### src/rtl/plc_ram.sv
`timescale 1ns / 1ps
// ----------------------------------------------------------------------------
// plc_ram
// Generic single write, single read RAM with registered read data.
// ----------------------------------------------------------------------------
module plc_ram #(
  parameter int unsigned Width = 64,
  parameter int unsigned Depth = 32
) (
  input  logic                     clk_i,
  input  logic                     we_i,
  input  logic [$clog2(Depth)-1:0] waddr_i,
  input  logic [Width-1:0]         wdata_i,
  input  logic [$clog2(Depth)-1:0] raddr_i,
  output logic [Width-1:0]         rdata_o
);

  logic [Width-1:0] mem_q [Depth];
  logic [Width-1:0] rdata_q;

  // write port and registered read
  always_ff @(posedge clk_i) begin
    if (we_i) begin
      mem_q[waddr_i] <= wdata_i;
    end
    rdata_q <= mem_q[raddr_i];
  end

  assign rdata_o = rdata_q;

endmodule

### config.mk
export PLATFORM = sky130hd
export DESIGN_NAME = plc_ram
export DESIGN_NICKNAME = d
export VERILOG_FILES = /design/src/rtl/plc_ram.sv
export SDC_FILE = /design/constraint.sdc
export NUM_CORES = 2
export LEC_CHECK = 0
export ABC_AREA = 1
export BUFFER_PORTS_ARGS = -buffer_cell sky130_fd_sc_hd__buf_2
export CAP_MARGIN = 10
export CORE_ASPECT_RATIO = 0.6
export CORE_MARGIN = 2
export CORE_UTILIZATION = 33
export CTS_CLUSTER_SIZE = 16
export DETAILED_ROUTE_END_ITERATION = 10
export SLEW_MARGIN = 10
export SYNTH_ARGS = -nofsm -noshare
export SYNTH_HDL_FRONTEND = slang
export SYNTH_SLANG_ARGS = --single-unit
### constraint.sdc
create_clock -name clk_i -period 3.62 [get_ports clk_i]
set_input_delay 0.181 -clock clk_i [delete_from_list [all_inputs] [get_ports clk_i]]
set_output_delay 0.181 -clock clk_i [all_outputs]
set_load 0.01 [all_outputs]
==> impl_metrics.tcl <==
set metrics [dict create \
    ir_drop_v 0.000400 \
    seq_area_frac_synth 0.756 \
    die_w_um 651 \
    setup_slack_ps 838 \
    dieArea_um2 256000 \
    critPathMaxStageDelay_ps 580 \
    ios 140 \
    worstPathRequired_ps 4410 \
    power.total_mw 49.8 \
    synth_area_leaders "edfxtp_1 74%, nand3_1 11%, nand2_1 11%" \
    clock-root-buffer "clkbuf_16" \
    area_delta_synth_final_pct 14.1 \
    r2r-start "mem_q[3][13]" \
    whs_ps 52.7 \
    setup_viol 0 \
    drc 0 \
    syn-num-nets 6844 \
    hp-start "raddr_i[1]" \
    synth.largest_area_cell "edfxtp_1" \
    grt_pass1_vias 50755 \
    tightest_slew_ps 1060 \
    crit_buf_inv 6 \
    clock_skew_ps 52.4 \
    initial_core_util 0.332 \
    core_um2 250000 \
    p_sw_mw 11.3 \
    finalMaxSlewViolations 0 \
    r2r_slack_ps 1450 \
    share_comb_of_total_power 0.064 \
    r2r_cells 10 \
    synth_cell_types 13 \
    seq_power_share 0.548 \
    synth_top_area_share 0.741 \
    drive_above_1_share 0.0849 \
    cp.arrival_ps 3580 \
    internal_power_mw 38.5 \
    numCtsBuffers 185 \
    critPathKind "primary input to flop" \
    grt_max_degree 171 \
    grt_first_pass_wirelength_um 356000 \
    finalWirelength_um 245000 \
    drv_cap 0 \
    power.leakage_nw 33.2 \
    clockBufferDepth 4 \
    pre_cts_slack_ps 1060 \
    grt_overflow 0 \
    cts_tree "built" \
    end_kind "flop" \
    path_cells "dlygate4sd3_1 -> buf_8 -> inv_8 -> buf_12 -> nand3_1 -> nand2_1 -> nand2_1 -> nand2_1 -> nand2_1 -> dlygate4sd3_1 -> nand2_1 -> dlygate4sd3_1" \
    wl_per_cell_um 23.7 \
    hold_end "rdata_o[61]" \
    fmax_mhz 360 \
    ant_nets 0 \
    holdCritPathClass "primary input to flop" \
    synth-seq-cells 2112 \
    worst_path_most_repeated_cell "nand2_1" \
    finalHoldViolCount 0 \
    dr.pass1.iters 5 \
    syn_inst 6768 \
    slowest_stage "dlygate4sd3_1" \
    port_buffers 139 \
    rows 142 \
    cp-start-kind "primary input" \
    power_density_nw_per_um2 526 \
    grt_antenna_before_repair 14 \
    status "finished, final reports clean" \
    clkLatencyLatePin_ps 830 \
    period_share 0.768 \
    first_iter_violations 7490 \
    ctsHtreeMaxLevel 4 \
    clock_sinks 2112 \
    gp_congestion 0.776 \
    vias_per_cell 5.22 \
    ys_warn_count 0 \
    clkPwrFrac 0.388 \
    max_slew_margin 0.297 \
    critPathTopFamily "buffers and inverters" \
    cts_resized 0 \
    die_h_um 392 \
    layout_min_cycle_time_ps 2780 \
    grt_usage 0.187 \
    grt_setup_unrepaired "false" \
    p_sw_frac 0.227 \
    netlist_area_um2 83000 \
    avgSynthCellArea_um2 12.3 \
    cp_max_fo 73 \
    min_path_cells 6 \
    routed-via-count 54088 \
    clk_pin_slew_ps 70 \
    fillerInstances 23581 \
    rr_endpoint "rdata_o[13]" \
    post-dp-hpwl_um 126000 \
    layout.nets 6980 \
]
worst max-delay path by stage:
| stage | from | to | slack [ps] | cells past startpoint |
|---|---|---|---|---|
| 2_1_floorplan | waddr_i[0] | mem_q[8][0] | -20 | 3 |
| 3_3_place_gp | waddr_i[0] | mem_q[28][1] | 1060 | 6 |
| 3_5_place_dp | waddr_i[0] | mem_q[28][1] | 1060 | 6 |
| 4_1_cts | raddr_i[2] | rdata_o[13] | 840 | 12 |
| 5_1_grt | raddr_i[2] | rdata_o[13] | 750 | 12 |
| 6_report | raddr_i[2] | rdata_o[13] | 840 | 12 |
worst register-to-register path: cells and delay by family, from the launching register on:
family | cells | cell delay (ps)
flip-flops | 1 | 370
AND/OR/NAND/NOR | 8 | 590
buffers and inverters | 2 | 1100
layout by cell type, fill, tap and decap left out, types with 26 or more instances in the layout:
| master | n |
|---|---|
| buf_12 | 75 |
| buf_2 | 134 |
| buf_4 | 103 |
| clkbuf_1 | 54 |
| clkbuf_16 | 189 |
| clkinv_1 | 27 |
| clkinv_2 | 26 |
| dfxtp_1 | 64 |
| dlygate4sd3_1 | 71 |
| edfxtp_1 | 2048 |
| nand2_1 | 2376 |
| nand3_1 | 1800 |
| nor2_4 | 32 |
area by class of cell:
| cell class | instances | area (um^2) | area share |
|---|---|---|---|
| antenna | 4 | 10.0 | 0.000106 |
| clock buffer | 253 | 5070 | 0.0535 |
| clock inverter | 73 | 599 | 0.00633 |
| inverter | 10 | 76.3 | 0.000806 |
| multi-input combinational | 4208 | 18300 | 0.193 |
| sequential | 2112 | 62800 | 0.663 |
| tap | 3312 | 4140 | 0.0438 |
| timing repair buffer | 387 | 3710 | 0.0392 |
state kept, by name (all words and copies together) (netlist names):
register	cells
mem_q	2048
rdata_o	64
through the flow:
step	instances	cell area [um^2]	util	setup TNS (ps)
after global routing	10356	94700	0.379	0
after detailed placement	9958	88300	0.353	0
after global placement	9958	88300	0.353	0
final	10359	94700	0.379	0
after CTS	10355	94700	0.379	0
after floorplan	6768	83000	-	-27780
metal layers:
layer	up-vias	track usage	part of all wire
met4	0	0.0467	0.026
li1	24239	-	-
met3	368	0.0370	0.096
met2	2667	0.281	0.44
met5	-	0	0
met1	26814	0.278	0.44
synth_stat cells:
cell type     n
dfxtp_1      64
clkbuf_1     82
nand3_1    1800
inv_2         2
inv_1         7
buf_6         4
nand2_1    2376
edfxtp_1   2048
nor2_1       32
inv_4         1
buf_1        49
buf_4        28
buf_2       275
power groups by stage:
stage	Sequential (mW)	Clock, mW	Combinational [mW]
3_3_place_gp	27.8	0	3.07
2_1_floorplan	27.8	0	1.66
5_1_grt	27.3	20.5	3.49
4_1_cts	27.3	19.6	3.20
6_report	27.3	19.3	3.19
3_5_place_dp	27.8	0	3.11
timing repair:
action,CTS,global route
hold buffers,71,0
setup buffers,0,0
endpoints found under the setup margin,0,0
hold endpoints to repair,2070,0
cells by family (layout without fill, tap and decap cells):
logic type / Yosys count / after routing / synth area share
AND/OR/NAND/NOR: 4208 / 4208 / 0.217
other: 0 / 4 / 0
buffers and inverters: 448 / 723 / 0.0261
flip-flops: 2112 / 2112 / 0.756
No activity file was read; power rests on OpenSTA's default activity.
