## src/rtl/plc_pkg.sv

```systemverilog
`timescale 1ns / 1ps
// ----------------------------------------------------------------------------
// plc_pkg
// Shared types and constants for the piecewise linear curve block.
// ----------------------------------------------------------------------------
package plc_pkg;

  localparam int unsigned MaxPointsDefault = 32;
  localparam int unsigned MaxPointsLimit   = 256;
  localparam int unsigned IdxMaxW          = $clog2(MaxPointsLimit);
  localparam int unsigned CntMaxW          = $clog2(MaxPointsLimit + 1);
  localparam int unsigned DataW            = 32;
  localparam int unsigned SlotW            = 5;
  localparam int unsigned QuoW             = DataW + 1;

  typedef enum logic [1:0] {
    KIND_CLEAR  = 2'd0,
    KIND_APPEND = 2'd1,
    KIND_SET    = 2'd2,
    KIND_EVAL   = 2'd3
  } kind_e;

  typedef enum logic [2:0] {
    B_IDLE,
    B_FIRST_D,
    B_LAST_D,
    B_SCAN_D,
    B_SETUP,
    B_MUL,
    B_DIV
  } back_state_e;

  // one classified request travelling from front to back
  typedef struct packed {
    kind_e                     kind;
    logic                      we;
    logic [IdxMaxW-1:0]        waddr;
    logic signed [DataW-1:0]   position;
    logic signed [DataW-1:0]   point_value;
    logic                      status;
    logic [SlotW-1:0]          slot_used;
    logic [CntMaxW-1:0]        count;
  } req_t;

endpackage

```

## src/rtl/plc_back.sv

```systemverilog
`timescale 1ns / 1ps
// ----------------------------------------------------------------------------
// plc_back
// Executes queued requests: table writes, segment search, multiply and
// restoring division, and drives the result strobe.
// ----------------------------------------------------------------------------
module plc_back #(
  parameter int unsigned MaxPoints = plc_pkg::MaxPointsDefault
) (
  input  logic                                clk_i,
  input  logic                                rst_ni,
  input  logic                                cfg_we_i,
  input  logic signed [plc_pkg::DataW-1:0]    cfg_wdata_i,
  input  logic                                empty_i,
  input  plc_pkg::req_t                       req_i,
  output logic                                pop_o,
  output logic                                ram_we_o,
  output logic [$clog2(MaxPoints)-1:0]        ram_waddr_o,
  output logic [2*plc_pkg::DataW-1:0]         ram_wdata_o,
  output logic [$clog2(MaxPoints)-1:0]        ram_raddr_o,
  input  logic [2*plc_pkg::DataW-1:0]         ram_rdata_i,
  output logic                                done_o,
  output logic signed [plc_pkg::DataW-1:0]    result_value_o,
  output logic                                status_o,
  output logic [plc_pkg::SlotW-1:0]           slot_used_o
);

  localparam int unsigned IdxW = $clog2(MaxPoints);
  localparam int unsigned DW   = plc_pkg::DataW;
  localparam int unsigned QW   = plc_pkg::QuoW;

  plc_pkg::back_state_e state_q, state_d;

  logic signed [DW-1:0] dflt_q;
  logic signed [DW-1:0] x_q, x_d;
  logic [plc_pkg::CntMaxW-1:0] n_q, n_d;
  logic [IdxW-1:0] idx_q, idx_d;
  logic signed [DW-1:0] p0_q, p0_d, v0_q, v0_d, p1_q, p1_d, v1_q, v1_d;
  logic [QW-1:0]  mag_q, mag_d;
  logic [DW-1:0]  dx_q, dx_d, dp_q, dp_d;
  logic           neg_q, neg_d;
  logic [DW-1:0]  rem_q, rem_d;
  logic [QW-1:0]  num_q, num_d, quo_q, quo_d;
  logic [5:0]     step_q, step_d;
  logic           done_q, done_d, status_q, status_d;
  logic signed [DW-1:0] res_q, res_d;
  logic [plc_pkg::SlotW-1:0] used_q, used_d;

  logic signed [DW-1:0] rd_pos, rd_val;
  logic signed [DW:0]   dv_full;
  logic [2*DW:0]        product;
  logic [QW-1:0]        trial;
  logic                 trial_ge;
  logic [DW-1:0]        q_lo;

  assign rd_pos   = ram_rdata_i[2*DW-1:DW];
  assign rd_val   = ram_rdata_i[DW-1:0];
  assign dv_full  = (DW+1)'(v1_q) - (DW+1)'(v0_q);
  assign product  = (2*DW+1)'(mag_q) * (2*DW+1)'(dx_q);
  assign trial    = {rem_q, num_q[QW-1]};
  assign trial_ge = (trial >= QW'(dp_q));
  assign q_lo     = quo_q[DW-1:0];

  // next state and datapath
  always_comb begin
    state_d  = state_q;
    x_d = x_q; n_d = n_q; idx_d = idx_q;
    p0_d = p0_q; v0_d = v0_q; p1_d = p1_q; v1_d = v1_q;
    mag_d = mag_q; dx_d = dx_q; dp_d = dp_q; neg_d = neg_q;
    rem_d = rem_q; num_d = num_q; quo_d = quo_q; step_d = step_q;
    done_d = 1'b0; status_d = status_q; res_d = res_q; used_d = used_q;
    unique case (state_q)
      plc_pkg::B_IDLE: begin
        if (!empty_i) begin
          if (req_i.kind != plc_pkg::KIND_EVAL) begin
            done_d   = 1'b1;
            res_d    = '0;
            status_d = req_i.status;
            used_d   = req_i.slot_used;
          end else if (req_i.count == '0) begin
            done_d   = 1'b1;
            res_d    = dflt_q;
            status_d = 1'b0;
            used_d   = '0;
          end else begin
            x_d     = req_i.position;
            n_d     = req_i.count;
            state_d = plc_pkg::B_FIRST_D;
          end
        end
      end
      plc_pkg::B_FIRST_D: begin
        p0_d = rd_pos;
        v0_d = rd_val;
        if (n_q == plc_pkg::CntMaxW'(1) || x_q <= rd_pos) begin
          done_d = 1'b1; res_d = rd_val; status_d = 1'b0; used_d = '0;
          state_d = plc_pkg::B_IDLE;
        end else begin
          state_d = plc_pkg::B_LAST_D;
        end
      end
      plc_pkg::B_LAST_D: begin
        if (x_q >= rd_pos) begin
          done_d = 1'b1; res_d = rd_val; status_d = 1'b0; used_d = '0;
          state_d = plc_pkg::B_IDLE;
        end else begin
          idx_d   = IdxW'(1);
          state_d = plc_pkg::B_SCAN_D;
        end
      end
      plc_pkg::B_SCAN_D: begin
        if (x_q < rd_pos) begin
          p1_d    = rd_pos;
          v1_d    = rd_val;
          state_d = plc_pkg::B_SETUP;
        end else begin
          p0_d  = rd_pos;
          v0_d  = rd_val;
          idx_d = idx_q + IdxW'(1);
        end
      end
      plc_pkg::B_SETUP: begin
        neg_d   = dv_full[DW];
        mag_d   = dv_full[DW] ? QW'(-dv_full) : QW'(dv_full);
        dx_d    = DW'(x_q - p0_q);
        dp_d    = DW'(p1_q - p0_q);
        state_d = plc_pkg::B_MUL;
      end
      plc_pkg::B_MUL: begin
        rem_d   = product[2*DW:QW];
        num_d   = product[QW-1:0];
        quo_d   = '0;
        step_d  = '0;
        state_d = plc_pkg::B_DIV;
      end
      plc_pkg::B_DIV: begin
        rem_d  = trial_ge ? DW'(trial - QW'(dp_q)) : DW'(trial);
        quo_d  = {quo_q[QW-2:0], trial_ge};
        num_d  = {num_q[QW-2:0], 1'b0};
        step_d = step_q + 6'd1;
        if (step_q == 6'(QW)) begin
          done_d   = 1'b1;
          res_d    = neg_q ? (v0_q - $signed(q_lo)) : (v0_q + $signed(q_lo));
          status_d = 1'b0;
          used_d   = '0;
          rem_d    = rem_q;
          quo_d    = quo_q;
          state_d  = plc_pkg::B_IDLE;
        end
      end
      default: state_d = plc_pkg::B_IDLE;
    endcase
  end

  // queue pop, table write and read address
  always_comb begin
    pop_o       = (state_q == plc_pkg::B_IDLE) && !empty_i;
    ram_we_o    = pop_o && req_i.we;
    ram_waddr_o = IdxW'(req_i.waddr);
    ram_wdata_o = {req_i.position, req_i.point_value};
    unique case (state_q)
      plc_pkg::B_FIRST_D: ram_raddr_o = IdxW'(n_q - plc_pkg::CntMaxW'(1));
      plc_pkg::B_LAST_D:  ram_raddr_o = IdxW'(1);
      plc_pkg::B_SCAN_D:  ram_raddr_o = idx_q + IdxW'(1);
      default:            ram_raddr_o = '0;
    endcase
  end

  // the division finishes in the cycle after its last quotient bit
  // (step equal to the quotient width only emits the result)

  // control registers
  always_ff @(posedge clk_i or negedge rst_ni) begin
    if (!rst_ni) begin
      state_q <= plc_pkg::B_IDLE;
      done_q  <= 1'b0;
      dflt_q  <= '0;
    end else begin
      state_q <= state_d;
      done_q  <= done_d;
      if (cfg_we_i) dflt_q <= cfg_wdata_i;
    end
  end

  // datapath registers
  always_ff @(posedge clk_i) begin
    x_q <= x_d; n_q <= n_d; idx_q <= idx_d;
    p0_q <= p0_d; v0_q <= v0_d; p1_q <= p1_d; v1_q <= v1_d;
    mag_q <= mag_d; dx_q <= dx_d; dp_q <= dp_d; neg_q <= neg_d;
    rem_q <= rem_d; num_q <= num_d; quo_q <= quo_d; step_q <= step_d;
    status_q <= status_d; res_q <= res_d; used_q <= used_d;
  end

  assign done_o         = done_q;
  assign result_value_o = res_q;
  assign status_o       = status_q;
  assign slot_used_o    = used_q;

endmodule

```

## config.mk

```make
export PLATFORM = sky130hd
export DESIGN_NAME = plc_back
export DESIGN_NICKNAME = d
export VERILOG_FILES = /design/src/rtl/plc_pkg.sv /design/src/rtl/plc_back.sv
export SDC_FILE = /design/constraint.sdc
export NUM_CORES = 2
export LEC_CHECK = 0
export ABC_AREA = 1
export BUFFER_PORTS_ARGS = -buffer_cell sky130_fd_sc_hd__buf_2
export CAP_MARGIN = 10
export CORE_MARGIN = 8
export CORE_UTILIZATION = 60
export DETAILED_ROUTE_END_ITERATION = 10
export PLACE_DENSITY_LB_ADDON = 0.08
export SYNTH_ARGS = -nofsm -noshare
export SYNTH_HDL_FRONTEND = slang
export SYNTH_SLANG_ARGS = --single-unit
```

## constraint.sdc

```tcl
create_clock -name clk_i -period 8.4 [get_ports clk_i]
set_input_delay 2.1 -clock clk_i [delete_from_list [all_inputs] [get_ports clk_i]]
set_output_delay 2.1 -clock clk_i [all_outputs]
set_load 0.02 [all_outputs]
```

==> reports/metrics.yaml <==
status: "complete, no violations"
synthCells: 8051
drv_cap: 0
dieArea_um2: 118000
worstSetupStartpointType: "flip-flop"
cts-resized-gates: 0
max_freq_ghz: 0.125
syn2layout_area_growth_pct: 6.44
path_max_fanout: 14
finalHoldViolations: 0
maxSlewViolCount: 0
ys_warn_count: 0
grt_pass1_wl_um: 290000
async_flop_share_pct: 8.02
cts_sinks: 449
vias: 51500
path_clk_slew_ns: 0.06
yosys.area.top_type: "fa_1"
clock_latency_ns: 0.63
fin_crit_sh_pct: 95.1
cts_tree: "done"
ys_types: 58
start_util_pct: 60.4
nets: 9697
grt_max_degree: 83
wl_um: 180000
clock_path_buffers: 3
cp-end-kind: "flip-flop"
synthTopCellsByCount: "inv_1, nand2_1, fa_1"
tightest_slew_ns: 1.19
die_h_um: 344
grt_usage_pct: 31.1
grt_pass1_vias: 53800
yosysSeqAreaShare_pct: 20.6
htree_levels: 2
antenna_found_initial: 4
yosys.area.top_type_share_pct: 28.9
grt-ovfl-total: 0
drt_iter0_drc: 3774
synthTopCellsByArea: "fa_1, edfxtp_1, inv_1"
finalCriticalPeriod_ns: 7.99
synth.ff_latch_count: 449
drive_above_1_share_pct: 6.56
syn_area_um2: 64500
slew_headroom_pct: 20.5
dieWidth_um: 344
seqCellArea_um2: 13300
setup_tns_ns: 0
rsz0062_at_grt: "no"
ios: 305
place_congestion: 0.974
cts_buffers: 49
fin_skew_ns: 0.0249
std_cell_rows: 120
synthFlopType: "edfxtp_1"
worstSetupPathType: "flip-flop to flip-flop"
drc_errors: 0
io_buffers: 227
drtPass1Iterations: 6
post-synth-top-count-cell: "inv_1"
hpwl_um: 151000
viasPerCell: 5.39
syn-num-nets: 9632
fillCellCount: 9428
cts_root_buffer: "clkbuf_16"
holdCritPathClass: "flip-flop to flip-flop"
synth_edf_count: 413
antenna_left: 0
coreArea_um2: 107000
wire_per_inst_um: 18.9
worstPathRequired_ns: 8.75
crit_arrival_ns: 8.34
avgSynthCellArea_um2: 8.01
report.final.setup_viol: 0
multiInputGateArea_um2: 41800
cts_hold_buf: 0
registers in the layout, summed over array words and instances (netlist names), 3 cells and up:
| signal | cells |
|---|---|
| mag_q | 33 |
| num_q | 33 |
| dflt_q | 32 |
| dp_q | 32 |
| dx_q | 32 |
| p0_q | 32 |
| p1_q | 32 |
| quo_q | 32 |
| rem_q | 32 |
| result_value_o | 32 |
| v0_q | 32 |
| v1_q | 32 |
| x_q | 32 |
| n_q | 9 |
| step_q | 6 |
| idx_q | 5 |
| slot_used_o | 5 |
| state_q | 3 |
cell families after synthesis:
logic type	Yosys count	synth area share (%)
fa+ha+maj	1391	37.8
simple gates	2865	17.9
buf+inv	2423	14.6
xor+xnor	178	2.43
mux	5	0.0873
flops	449	20.6
compound gates	740	6.44
layout by cell type, fill, tap and decap left out, types with 5 or more instances in the layout:
cell type	instances
fa_1	931
clkinv_2	13
nand2_1	2028
clkbuf_16	49
o21bai_1	30
clkbuf_1	10
nand3_1	208
xnor2_1	62
inv_2	6
or2_2	18
o311ai_0	5
mux2_2	5
buf_12	20
ha_1	460
dfrtp_1	36
nor3_1	46
a21o_1	24
a21boi_0	11
edfxtp_1	413
a21oi_1	305
o21a_1	15
and2_1	5
nand3b_1	13
a31oi_1	22
xor2_1	115
nor2_2	14
buf_2	227
o211ai_1	42
nor4_1	15
nand3_2	7
buf_4	108
nor2_4	6
o21ai_0	237
inv_1	2074
o21ai_1	23
nor2_1	409
nand2_2	31
o221ai_1	7
nand4_1	54
stage by stage:
| stage | instance area, um^2 | hold WS [ns] | util (%) | cells | worst slack [ns] |
|---|---|---|---|---|---|
| floorplan | 64500 | 0.481 | - | 8051 | 1.61 |
| global placement | 67000 | 0.491 | 62.7 | 9466 | 0.477 |
| detailed placement | 67000 | 0.496 | 62.7 | 9466 | 0.391 |
| CTS | 68600 | 0.510 | 64.2 | 9558 | 0.316 |
| global route | 68600 | 0.534 | 64.3 | 9562 | 0.0728 |
| finish | 68600 | 0.506 | 64.3 | 9564 | 0.407 |
cell type report:
class                           instances  area share [%]
Inverter                             2082            11.4
Sequential cell                       449            19.4
Clock inverter                         32           0.471
Clock buffer                           60            1.86
Timing Repair Buffer                  355            3.42
Multi-Input combinational cell       5179            60.9
Antenna cell                            4          0.0146
Tap cell                             1403            2.56
metal layers:
| metal | track usage, % | part of all wire, % | up-vias |
|---|---|---|---|
| met5 | 0 | 0 | - |
| met4 | 10.6 | 3.6 | 0 |
| met3 | 3.98 | 6.2 | 403 |
| met2 | 53.5 | 49 | 1733 |
| met1 | 40.7 | 41 | 25200 |
| li1 | - | - | 24200 |
worst max-delay path, cell delays in order (launching register included):
cell,delay [ns]
edfxtp_1,0.83
buf_4,0.36
nand2_1,0.08
inv_1,0.11
fa_1,0.45
fa_1,0.45
fa_1,0.54
inv_1,0.05
fa_1,0.47
inv_1,0.05
fa_1,0.48
fa_1,0.52
fa_1,0.56
fa_1,0.46
ha_1,0.41
a21oi_1,0.19
inv_1,0.06
a21oi_1,0.26
o21ai_0,0.25
a21oi_1,0.31
a21boi_0,0.26
nor2_1,0.06
o21ai_0,0.23
buf_4,0.20
nand2_1,0.05
final timing paths:
path | from | endpoint | slack [ns] | depth (start not counted)
setup / recovery | dx_q[6] | rem_q[5] | 0.41 | 24
hold / removal | dflt_q[30] | dflt_q[30] | 0.51 | 1
setup reg to reg | dx_q[6] | rem_q[5] | 0.41 | 24
hold reg to reg | dflt_q[30] | dflt_q[30] | 0.51 | 1
max in group asynchronous | rst_ni | state_q[0] | 6.21 | 1
min in group asynchronous | rst_ni | dflt_q[25] | 1.60 | 1
repair_timing:
item                       CTS  global route
setup buffers                0             2
setup endpoints to repair    0             2
hold endpoints to repair     0             0
Power is not shown: default switching activity piles up to over one toggle a cycle in this logic, so the estimate is an artifact.
