## config.mk

```make
export PLATFORM = sky130hd
export DESIGN_NAME = plc_queue
export DESIGN_NICKNAME = d
export VERILOG_FILES = /design/src/rtl/plc_pkg.sv /design/src/rtl/plc_queue.sv
export SDC_FILE = /design/constraint.sdc
export NUM_CORES = 1
export LEC_CHECK = 0
export ABC_AREA = 0
export ABC_CLOCK_PERIOD_IN_PS = 7300
export BUFFER_PORTS_ARGS = -buffer_cell sky130_fd_sc_hd__buf_2
export CAP_MARGIN = 20
export CORE_ASPECT_RATIO = 1.2
export CORE_MARGIN = 1.5
export CORE_UTILIZATION = 45
export DETAILED_ROUTE_END_ITERATION = 8
export GPL_TIMING_DRIVEN = 0
export PLACE_DENSITY = 0.76
export SLEW_MARGIN = 20
export SYNTH_ARGS = -nofsm -noshare
export SYNTH_HDL_FRONTEND = slang
export SYNTH_SLANG_ARGS = --single-unit
```

## constraint.sdc

```tcl
create_clock -name clk_i -period 7.3 [get_ports clk_i]
set_clock_uncertainty 0.2 [all_clocks]
set_input_delay 0.365 -clock clk_i [delete_from_list [all_inputs] [get_ports clk_i]]
set_output_delay 0.365 -clock clk_i [all_outputs]
set_load 0.03 [all_outputs]
```

## src/rtl/plc_pkg.sv

```systemverilog
`timescale 1ns / 1ps
// ----------------------------------------------------------------------------
// plc_pkg
// Shared types and constants for the piecewise linear curve block.
// ----------------------------------------------------------------------------
package plc_pkg;

  localparam int unsigned MaxPointsDefault = 32;
  localparam int unsigned MaxPointsLimit   = 256;
  localparam int unsigned IdxMaxW          = $clog2(MaxPointsLimit);
  localparam int unsigned CntMaxW          = $clog2(MaxPointsLimit + 1);
  localparam int unsigned DataW            = 32;
  localparam int unsigned SlotW            = 5;
  localparam int unsigned QuoW             = DataW + 1;

  typedef enum logic [1:0] {
    KIND_CLEAR  = 2'd0,
    KIND_APPEND = 2'd1,
    KIND_SET    = 2'd2,
    KIND_EVAL   = 2'd3
  } kind_e;

  typedef enum logic [2:0] {
    B_IDLE,
    B_FIRST_D,
    B_LAST_D,
    B_SCAN_D,
    B_SETUP,
    B_MUL,
    B_DIV
  } back_state_e;

  // one classified request travelling from front to back
  typedef struct packed {
    kind_e                     kind;
    logic                      we;
    logic [IdxMaxW-1:0]        waddr;
    logic signed [DataW-1:0]   position;
    logic signed [DataW-1:0]   point_value;
    logic                      status;
    logic [SlotW-1:0]          slot_used;
    logic [CntMaxW-1:0]        count;
  } req_t;

endpackage

```

## src/rtl/plc_queue.sv

```systemverilog
`timescale 1ns / 1ps
// ----------------------------------------------------------------------------
// plc_queue
// Two-entry request queue between the front and the back.
// ----------------------------------------------------------------------------
module plc_queue (
  input  logic          clk_i,
  input  logic          rst_ni,
  input  logic          push_i,
  input  plc_pkg::req_t req_i,
  output logic          full_o,
  input  logic          pop_i,
  output logic          empty_o,
  output plc_pkg::req_t req_o
);

  plc_pkg::req_t entry_q [2];
  logic          wptr_q, rptr_q;
  logic [1:0]    fill_q;

  assign full_o  = fill_q[1];
  assign empty_o = (fill_q == 2'd0);
  assign req_o   = entry_q[rptr_q];

  // entry storage
  always_ff @(posedge clk_i) begin
    if (push_i) begin
      entry_q[wptr_q] <= req_i;
    end
  end

  // pointers and fill level
  always_ff @(posedge clk_i or negedge rst_ni) begin
    if (!rst_ni) begin
      wptr_q <= 1'b0;
      rptr_q <= 1'b0;
      fill_q <= 2'd0;
    end else begin
      if (push_i) wptr_q <= ~wptr_q;
      if (pop_i)  rptr_q <= ~rptr_q;
      fill_q <= fill_q + 2'(push_i) - 2'(pop_i);
    end
  end

endmodule

```

==> results.toml, run 1 <==
[setup_path]
critical_path_required_ps = 6730
critPathKind = "flop to primary output"
r2r_start = "wptr_q$_DFFE_PN0P_"
crit_arrival_ps = 1690
crit_fanout = 10
startpoint = "rptr_q$_DFFE_PN0P_"
end_kind = "primary output"
crit_path_start_kind = "flop"
critPathSlowestCell = "mux2_2"
cpPeakStageDelay_ps = 350
path_cells = "buf_6 -> clkbuf_8 -> mux2_2 -> buf_2"
cp_top_family = "buffers and inverters"
path_buf_inv = 3

[synthesis]
synthSimpleGateAreaFrac_pct = 0.241
synthTopCellsByArea = "edfxtp_1, mux2_2, clkbuf_8, dfrtp_1, ha_1"
yosysTopAreaCellShare_pct = 80.1
syn_area_per_cell_um2 = 22.9
synth_top_family_by_area = "multiplexers"
yosysTopAreaCell = "edfxtp_1"
synth_sequential_area_ratio_pct = 81.6
synthArstFlopShare_pct = 2.17
synth_ff_type = "edfxtp_1"
synth_edf_count = 180
yosys.area_share.adder_pct = 0.371
ys_seq_elements = 184
synthCells = 294
netlist_area_mm2 = 0.00674
syn-num-nets = 390
synth-compound-area-share_pct = 0
synthMuxAreaShare_pct = 15.0
ys_warn_count = 0
post_synth_num_cell_types = 12
synthTopCellsByCount = "edfxtp_1, mux2_2, clkbuf_8"
synth-xor-area-share_pct = 0.612
yosysMostFrequentCell = "edfxtp_1"

[drt]
drc = 0
via_per_inst = 4.66
totalWireLength_um = 13500
dr.pass1.iters = 4
drt_iter0_drc = 225
wl_per_cell_um = 16.8
drtAntennaViolNets = 0
vias = 3757

[floorplan]
die_y_um = 137
die_w_um = 115
initial_core_util_pct = 46.4
rows = 48
core_area_mm2 = 0.0145
pin_count = 186
die_area_mm2 = 0.0157

[global_route]
grt_pass1_wl_um = 20600
first_global_vias = 4080
antenna_found_initial = 0
grt_max_degree = 33
grt.total_usage_pct = 17.5
grt-ovfl-total = 0

[layout]
n_antenna_cell = 0
final_net_count = 692
layout-drive-gt1-share_pct = 52.4
area_growth_pct = 40.5

[timing]
rsz0062_at_grt = "false"
tns_ps = 0
max_freq_mhz = 443
setup_violations = 0
hold_slack_ps = 91.7
tightest_slew_ps = 609
slew_violations = 0
period_minus_slack_ps = 2260
slew_headroom_pct = 59.3
hold_viol = 0
post-route-period-util_pct = 31.0

[power]
leakage_nw = 3.63
power_density_mw_per_mm2 = 382
ir_drop_mv = 0.235

[cts]
clockBufferDepth = 2
cts_max_level = 4
clk-insertion-delay-late_ps = 400
cts_buffers = 17
cts_resized = 0
hold_buffers = 93
clk_pin_slew_worst_paths_ps = 70
cts_setup_buffers = 0
cts_tree = "built"
clock-root-buffer = "clkbuf_16"
numClockSinks = 184

[place]
dp_hpwl_um = 8090
globalplace.congestion = 0.669
port_buffers = 185

[run_status]
status = "finished, final reports clean"

[hold_path]
hp-class = "input pin to asynchronous set/reset pin"

[job]
max_cap_violations = 0
==> metal layers <==
metal	vias to the layer above	part of all wire (%)	track usage (%)
met5	-	0	0
met4	0	1.0	5.14
met3	12	5.7	5.54
met2	126	55	32.4
met1	1849	38	19.3
li1	1770	-	-
==> cell families (layout without fill, tap and decap cells) <==
| logic type | Yosys count | after routing |
|---|---|---|
| flops | 184 | 184 |
| buf+inv | 12 | 325 |
| mux | 90 | 90 |
| xor+xnor | 3 | 3 |
| fa+ha+maj | 2 | 2 |
| simple gates | 3 | 3 |
==> state kept, by name, indices dropped and copies added (netlist names) <==
| register | cells |
|---|---|
| rptr_q | 1 |
| entry_q | 180 |
| fill_q | 2 |
| wptr_q | 1 |
==> final cells by class <==
class	count	area, µm²
clock buffer	17	425
inverter	2	7.51
buffer	10	135
tap	200	250
timing repair buffer	283	1960
sequential	184	5510
multi-input combinational	98	1110
clock inverter	13	82.6
fill	1020	5060
==> report_power, final <==
group          internal, mW  total [mW]  switching [mW]  leakage, nW
registers              1.40        1.45          0.0495         1.74
clock network         0.429       0.800           0.371        0.242
logic                 0.528        1.38           0.847         1.65
==> final timing paths <==
path | cells after the start | slack [ps] | end
max | 4 | 5040 | req_o[83]
min | 2 | 90 | rptr_q$_DFFE_PN0P_
max reg2reg | 3 | 5370 | entry_q[0][89]$_DFFE_PP_
min reg2reg | 1 | 350 | wptr_q$_DFFE_PN0P_
max in group asynchronous | 2 | 6690 | wptr_q$_DFFE_PN0P_
min in group clk_i | 1 | 350 | wptr_q$_DFFE_PN0P_
==> per-stage QoR <==
stage,area (µm²),std cells,util [%],worst slack (ps),power [mW]
floorplan,6740,294,-,2160,2.44
global placement,7920,679,54.5,31.8,2.79
detailed placement,8040,684,55.3,5220,2.82
CTS,9480,807,65.2,4980,3.66
global route,9480,807,65.2,4950,3.78
finish,9480,807,65.2,5040,3.62
==> cells in the final DEF (no fill, tap or decap) <==
cell,instances
inv_6,3
clkinv_4,1
clkinv_2,2
clkbuf_8,9
dlygate4sd3_1,93
clkinvlp_4,3
nor2b_4,1
buf_6,1
clkbuf_16,17
buf_2,185
xor2_1,2
mux2_2,90
edfxtp_1,180
dfrtp_1,4
inv_1,2
ha_1,2
and2_4,1
buf_12,4
xor3_1,1
clkinv_1,4
nor2_1,1
buf_16,1
Power figures use the tool's default switching activity.
==> run 2: changes to the inputs <==
--- a/config.mk
+++ b/config.mk
@@ -5,8 +5,8 @@
 export SDC_FILE = /design/constraint.sdc
 export NUM_CORES = 1
 export LEC_CHECK = 0
-export ABC_AREA = 0
-export ABC_CLOCK_PERIOD_IN_PS = 7300
+export ABC_AREA = 1
+export ABC_CLOCK_PERIOD_IN_PS = 2000
 export BUFFER_PORTS_ARGS = -buffer_cell sky130_fd_sc_hd__buf_2
 export CAP_MARGIN = 20
 export CORE_ASPECT_RATIO = 1.2
@@ -14,7 +14,7 @@
 export CORE_UTILIZATION = 45
 export DETAILED_ROUTE_END_ITERATION = 8
 export GPL_TIMING_DRIVEN = 0
-export PLACE_DENSITY = 0.76
+export PLACE_DENSITY = 0.79
 export SLEW_MARGIN = 20
 export SYNTH_ARGS = -nofsm -noshare
 export SYNTH_HDL_FRONTEND = slang
==> constraint.sdc (replaced) <==
create_clock -name clk_i -period 2 [get_ports clk_i]
set_clock_uncertainty 0.2 [all_clocks]
set_input_delay 0.1 -clock clk_i [delete_from_list [all_inputs] [get_ports clk_i]]
set_output_delay 0.1 -clock clk_i [all_outputs]
set_load 0.03 [all_outputs]
==> results.toml, run 2 <==
[run_status]
status = "finished, final reports clean"

[power]
ir_drop_mv = 0.826
power_density_mw_per_mm2 = 1490
leakage_nw = 4.29

[global_route]
grt_max_degree = 32
antenna_found_initial = 1
grt_pass1_wl_um = 22800
grt.total_usage_pct = 18.6
grt-ovfl-total = 0
first_global_vias = 4806

[setup_path]
end_kind = "primary output"
crit_fanout = 11
reg2reg_setup_slack_ps = 170
crit_end = "req_o[39]"
r2r_cells = 4
startpoint = "rptr_q$_DFFE_PN0P_"
crit_path_start_kind = "flop"
critPathKind = "flop to primary output"
r2r_start = "wptr_q$_DFFE_PN0P_"
r2r-end = "entry_q[1][84]$_DFFE_PP_"
critical_path_required_ps = 1700
crit_arrival_ps = 1620

[synthesis]
syn_area_per_cell_um2 = 14.3
netlist_area_mm2 = 0.00705
synthTopCellsByArea = "edfxtp_1, o21ai_1, inv_1, nand2_1, buf_12"
synth_edf_count = 180
synth_ff_type = "edfxtp_1"
post_synth_num_cell_types = 15
synthArstFlopShare_pct = 2.17
yosysMostFrequentCell = "edfxtp_1"
yosysTopAreaCell = "edfxtp_1"
syn-num-nets = 590
synthTopCellsByCount = "edfxtp_1, inv_1, nand2_1"
yosysTopAreaCellShare_pct = 76.6
ys_seq_elements = 184
ys_warn_count = 0
synthCells = 494
synth_sequential_area_ratio_pct = 78.0

[layout]
design_area_mm2 = 0.0100
top_regs = "entry_q: 180 flops, fill_q: 2 flops"
multi_input_area_um2 = 942
area_growth_pct = 42.0
largest_register_ffs = 180
final_common_cell = "buf_2"
seq_area_mm2 = 0.00551
layout-drive-gt1-share_pct = 32.7
fillers = 1050
layout_common_cells = "buf_2, edfxtp_1, inv_1"
top_register = "entry_q"
final_net_count = 897

[hold_path]
hp-class = "input pin to flop"

[floorplan]
die_w_um = 117
core_area_mm2 = 0.0151
rows = 49
initial_core_util_pct = 46.6
die_y_um = 140
die_area_mm2 = 0.0164
pin_count = 186

[place]
globalplace.congestion = 0.760
dp_hpwl_um = 9160
place_ws_ps = -3.86
port_buffers = 185
place_area_mm2 = 0.00842

[timing]
fin_ws_ps = 83.8
post-route-period-util_pct = 95.8
period_minus_slack_ps = 1920
hold_slack_ps = 202
max_freq_mhz = 522
slew_violations = 0
tightest_slew_ps = 384
rsz0062_at_grt = "false"
slew_headroom_pct = 74.3
setup_violations = 0
hold_viol = 0

[drt]
via_per_inst = 4.58
drtAntennaViolNets = 0
drc = 0
wl_per_cell_um = 14.8
drt_iter0_drc = 225
vias = 4659
dr.pass1.iters = 4
totalWireLength_um = 15100

[cts]
clk-insertion-delay-late_ps = 410
clk_pin_slew_worst_paths_ps = 70
numClockSinks = 184
clock-root-buffer = "clkbuf_16"
cts_max_level = 4
cts_buffers = 17
cts_tree = "built"
clockBufferDepth = 2

[job]
max_cap_violations = 0
run 2: changes by cell type in the layout (fill, tap and decap cells not counted), moves of 2 or more:
cell       before  now
inv_6           3    1
mux2_2         90    0
clkbuf_2        0    3
buf_16          1    4
inv_1           2   96
nand2_2         0   11
nand2_1         0   85
buf_12          4   13
clkinv_1        4    2
o21ai_1         0   79
clkbuf_8        9    0
bufinv_16       0    4
buf_4           0    5
o21ai_2         0   11
run 2: cell families after synthesis:
family / after synthesis / share of synthesized area (%)
compound gates: 90 / 6.97
xor+xnor: 2 / 0.248
fa+ha+maj: 2 / 0.355
buf+inv: 117 / 8.74
flops: 184 / 78.0
simple gates: 99 / 5.64
run 2: worst min-delay path by stage:
stage / startpoint / to / slack, ps / cells past startpoint
global placement: rst_ni / fill_q[0]$_DFF_PN0_ / -290 / 1
finish: req_i[50] / entry_q[0][50]$_DFFE_PP_ / 200 / 2
floorplan: rst_ni / fill_q[0]$_DFF_PN0_ / -400 / 0
CTS: req_i[50] / entry_q[0][50]$_DFFE_PP_ / 180 / 2
global route: req_i[44] / entry_q[0][44]$_DFFE_PP_ / 190 / 2
detailed placement: rst_ni / fill_q[0]$_DFF_PN0_ / -290 / 1
run 2: cell type report:
class | instances | share of cell area [%]
Clock buffer | 18 | 4.28
Sequential cell | 184 | 54.9
Buffer | 20 | 2.56
Multi-Input combinational cell | 193 | 9.40
Timing Repair Buffer | 288 | 20.8
Tap cell | 204 | 2.55
Clock inverter | 13 | 1.79
Inverter | 97 | 3.67
Antenna cell | 1 | 0.0250
run 2: what timing repair did:
action	CTS	global route
cloned	0	1
endpoints found under the setup margin	44	42
endpoints found under the hold margin	188	0
hold buffers	94	0
pin swaps	1	0
gates resized for setup	5	5
setup buffers	1	0
run 2: stage by stage:
stage               TNS (ps)  power, mW  util, %  std cells
finish                     0       15.0     66.2       1018
global route               0       15.7     66.2       1018
CTS                        0       15.0     65.9       1016
detailed placement     -62.7       11.4     55.6        890
global placement     -203110       11.1     54.5        883
floorplan             -69690       9.49        -        494
run 2: per-layer routing:
metal  track usage [%]  vias up  share of wire (%)
li1                  -     2283                  -
met1              19.1     2196                 37
met2              35.3      163                 55
met3              5.28       17                6.1
met4              6.40        0                1.5
met5                 0        -                  0
run 2: critical path: stages, from the launching register on:
cell	delay [ps]
dfrtp_1	340
buf_6	180
buf_12	160
buf_12	130
nand2_1	40
o21ai_1	100
clkbuf_4	230
run 2: report_power, final:
group / internal (mW) / switching [mW]
Sequential: 5.11 / 0.188
Combinational: 2.05 / 4.20
Clock: 2.08 / 1.35
==> run 3: changes to the inputs <==
==> constraint.sdc (replaced) <==
create_clock -name clk_i -period 2 [get_ports clk_i]
set_clock_uncertainty 0.2 [all_clocks]
set_input_delay 0.3 -clock clk_i [delete_from_list [all_inputs] [get_ports clk_i]]
set_output_delay 0.3 -clock clk_i [all_outputs]
set_load 0.005 [all_outputs]
==> results.toml, run 3 (synthesized netlist as in run 2, its figures left out) <==
[drt]
vias = 4793
wl_per_cell_um = 16.1
drc = 0
dr.pass1.iters = 4
via_per_inst = 4.64
drtAntennaViolNets = 0
drt_iter0_drc = 210
totalWireLength_um = 16600

[global_route]
grt_pass1_wl_um = 24000
top_usage_layer = "met2"
first_global_vias = 5013
grt-ovfl-total = 0
grt.total_usage_pct = 19.7
grt_max_degree = 32
gr-usage-met2_pct = 36.8
antenna_found_initial = 2
use_met3_pct = 6.14
grt_use_met1_pct = 20.3

[hold_path]
hp-class = "input pin to asynchronous set/reset pin"

[floorplan]
die_w_um = 117
rows = 49
die_y_um = 140
initial_core_util_pct = 46.6
core_area_mm2 = 0.0151
die_area_mm2 = 0.0164
pin_count = 186

[layout]
layout-drive-gt1-share_pct = 46.6
fillers = 961
seq_area_mm2 = 0.00551
top_register = "entry_q"
final_core_utilization_pct = 70.9
top_regs = "entry_q: 180 flops, fill_q: 2 flops"
final_cell_count_no_fill = 1032
layout_common_cells = "buf_2, edfxtp_1, inv_1"
largest_register_ffs = 180
multi_input_area_mm2 = 0.00137
final_net_count = 908
final_common_cell = "buf_2"
area_growth_pct = 52.1

[timing]
hold_viol = 0
rsz0062_at_grt = "true"
slew_headroom_pct = 79.7
hold_slack_ps = 25.7
slew_violations = 0
period_minus_slack_ps = 2030
tns_ps = -777
max_freq_mhz = 492
tightest_slew_ps = 304
setup_violations = 60
post-route-period-util_pct = 102
fin_ws_ps = -31.7

[setup_path]
crit_path_start_kind = "flop"
critPathSlowestCell = "dfrtp_1"
path_cells = "buf_8 -> buf_16 -> clkbuf_16 -> nand2_2 -> o21ai_2 -> buf_2"
critPathKind = "flop to primary output"
end_kind = "primary output"
cpPeakStageDelay_ps = 390
path_buf_inv = 4
crit_arrival_ps = 1530
crit_fanout = 9
critical_path_required_ps = 1500
cp_top_family = "buffers and inverters"

[power]
power_density_mw_per_mm2 = 1350
p_total_mw = 14.5
ir_drop_mv = 0.747
sw_frac_of_total_pct = 31.2
internal_power_mw = 9.98
seqPwrFrac_pct = 36.9
p_comb_share_pct = 39.5
leakage_nw = 4.59
pwr-share-clk_pct = 23.6
p_switching_mw = 4.53

[place]
port_buffers = 185
dp.cells = 890
dp_hpwl_um = 9160
globalplace.congestion = 0.760

[cts]
cts_max_level = 4
cts_buffers = 17
clockBufferDepth = 2
clock-root-buffer = "clkbuf_16"
clk-insertion-delay-late_ps = 410
clk_pin_slew_worst_paths_ps = 60
numClockSinks = 184
cts_tree = "built"

[run_status]
violations = "negative setup slack"
status = "finished, violations left"

[job]
max_cap_violations = 0
-- run 3: what timing repair did --
item	in CTS	in global routing
gates cloned	3	4
endpoints found under the setup margin	111	110
hold endpoints to repair	187	0
setup buffers	4	3
hold buffers	93	0
resized for setup	83	64
pin swaps	15	6
-- run 3: final cells by class --
class                           count  share of cell area [%]
Clock inverter                     13                    1.67
Antenna cell                        4                  0.0933
Buffer                             20                    3.16
Multi-Input combinational cell    193                    12.8
Clock buffer                       18                    4.00
Timing Repair Buffer              299                    21.2
Sequential cell                   184                    51.3
Inverter                           97                    3.43
Tap cell                          204                    2.38
-- run 3: routing by layer --
metal	routed length (µm)	vias up
met5	0	-
met4	328	0
met3	1030	25
met2	9260	169
met1	5970	2280
li1	-	2319
-- run 3: path summary, 6_finish.rpt --
check,start,to,slack (ps),depth (start not counted)
max,rptr_q$_DFFE_PN0P_,req_o[65],-30,6
min,rst_ni,fill_q[0]$_DFF_PN0_,30,2
max in group asynchronous,rst_ni,rptr_q$_DFFE_PN0P_,1450,2
min in group clk_i,wptr_q$_DFFE_PN0P_,wptr_q$_DFFE_PN0P_,370,1
min reg2reg,wptr_q$_DFFE_PN0P_,wptr_q$_DFFE_PN0P_,370,1
max reg2reg,wptr_q$_DFFE_PN0P_,entry_q[0][78]$_DFFE_PP_,300,4
-- run 3: through the flow --
stage / setup slack [ps] / cell area (µm²)
after floorplan: -399 / 7070
after global placement: -1200 / 8250
after CTS: -42.6 / 10400
after detailed placement: -97.4 / 8420
after global routing: -103 / 10700
final: -31.7 / 10700
-- run 3: power groups by stage --
stage,logic (mW),registers (mW),clock network (mW)
floorplan,2.30,5.37,0
global placement,3.88,5.41,0
detailed placement,4.17,5.37,0
CTS,5.11,5.31,3.49
global route,6.24,5.42,3.62
finish,5.74,5.36,3.42
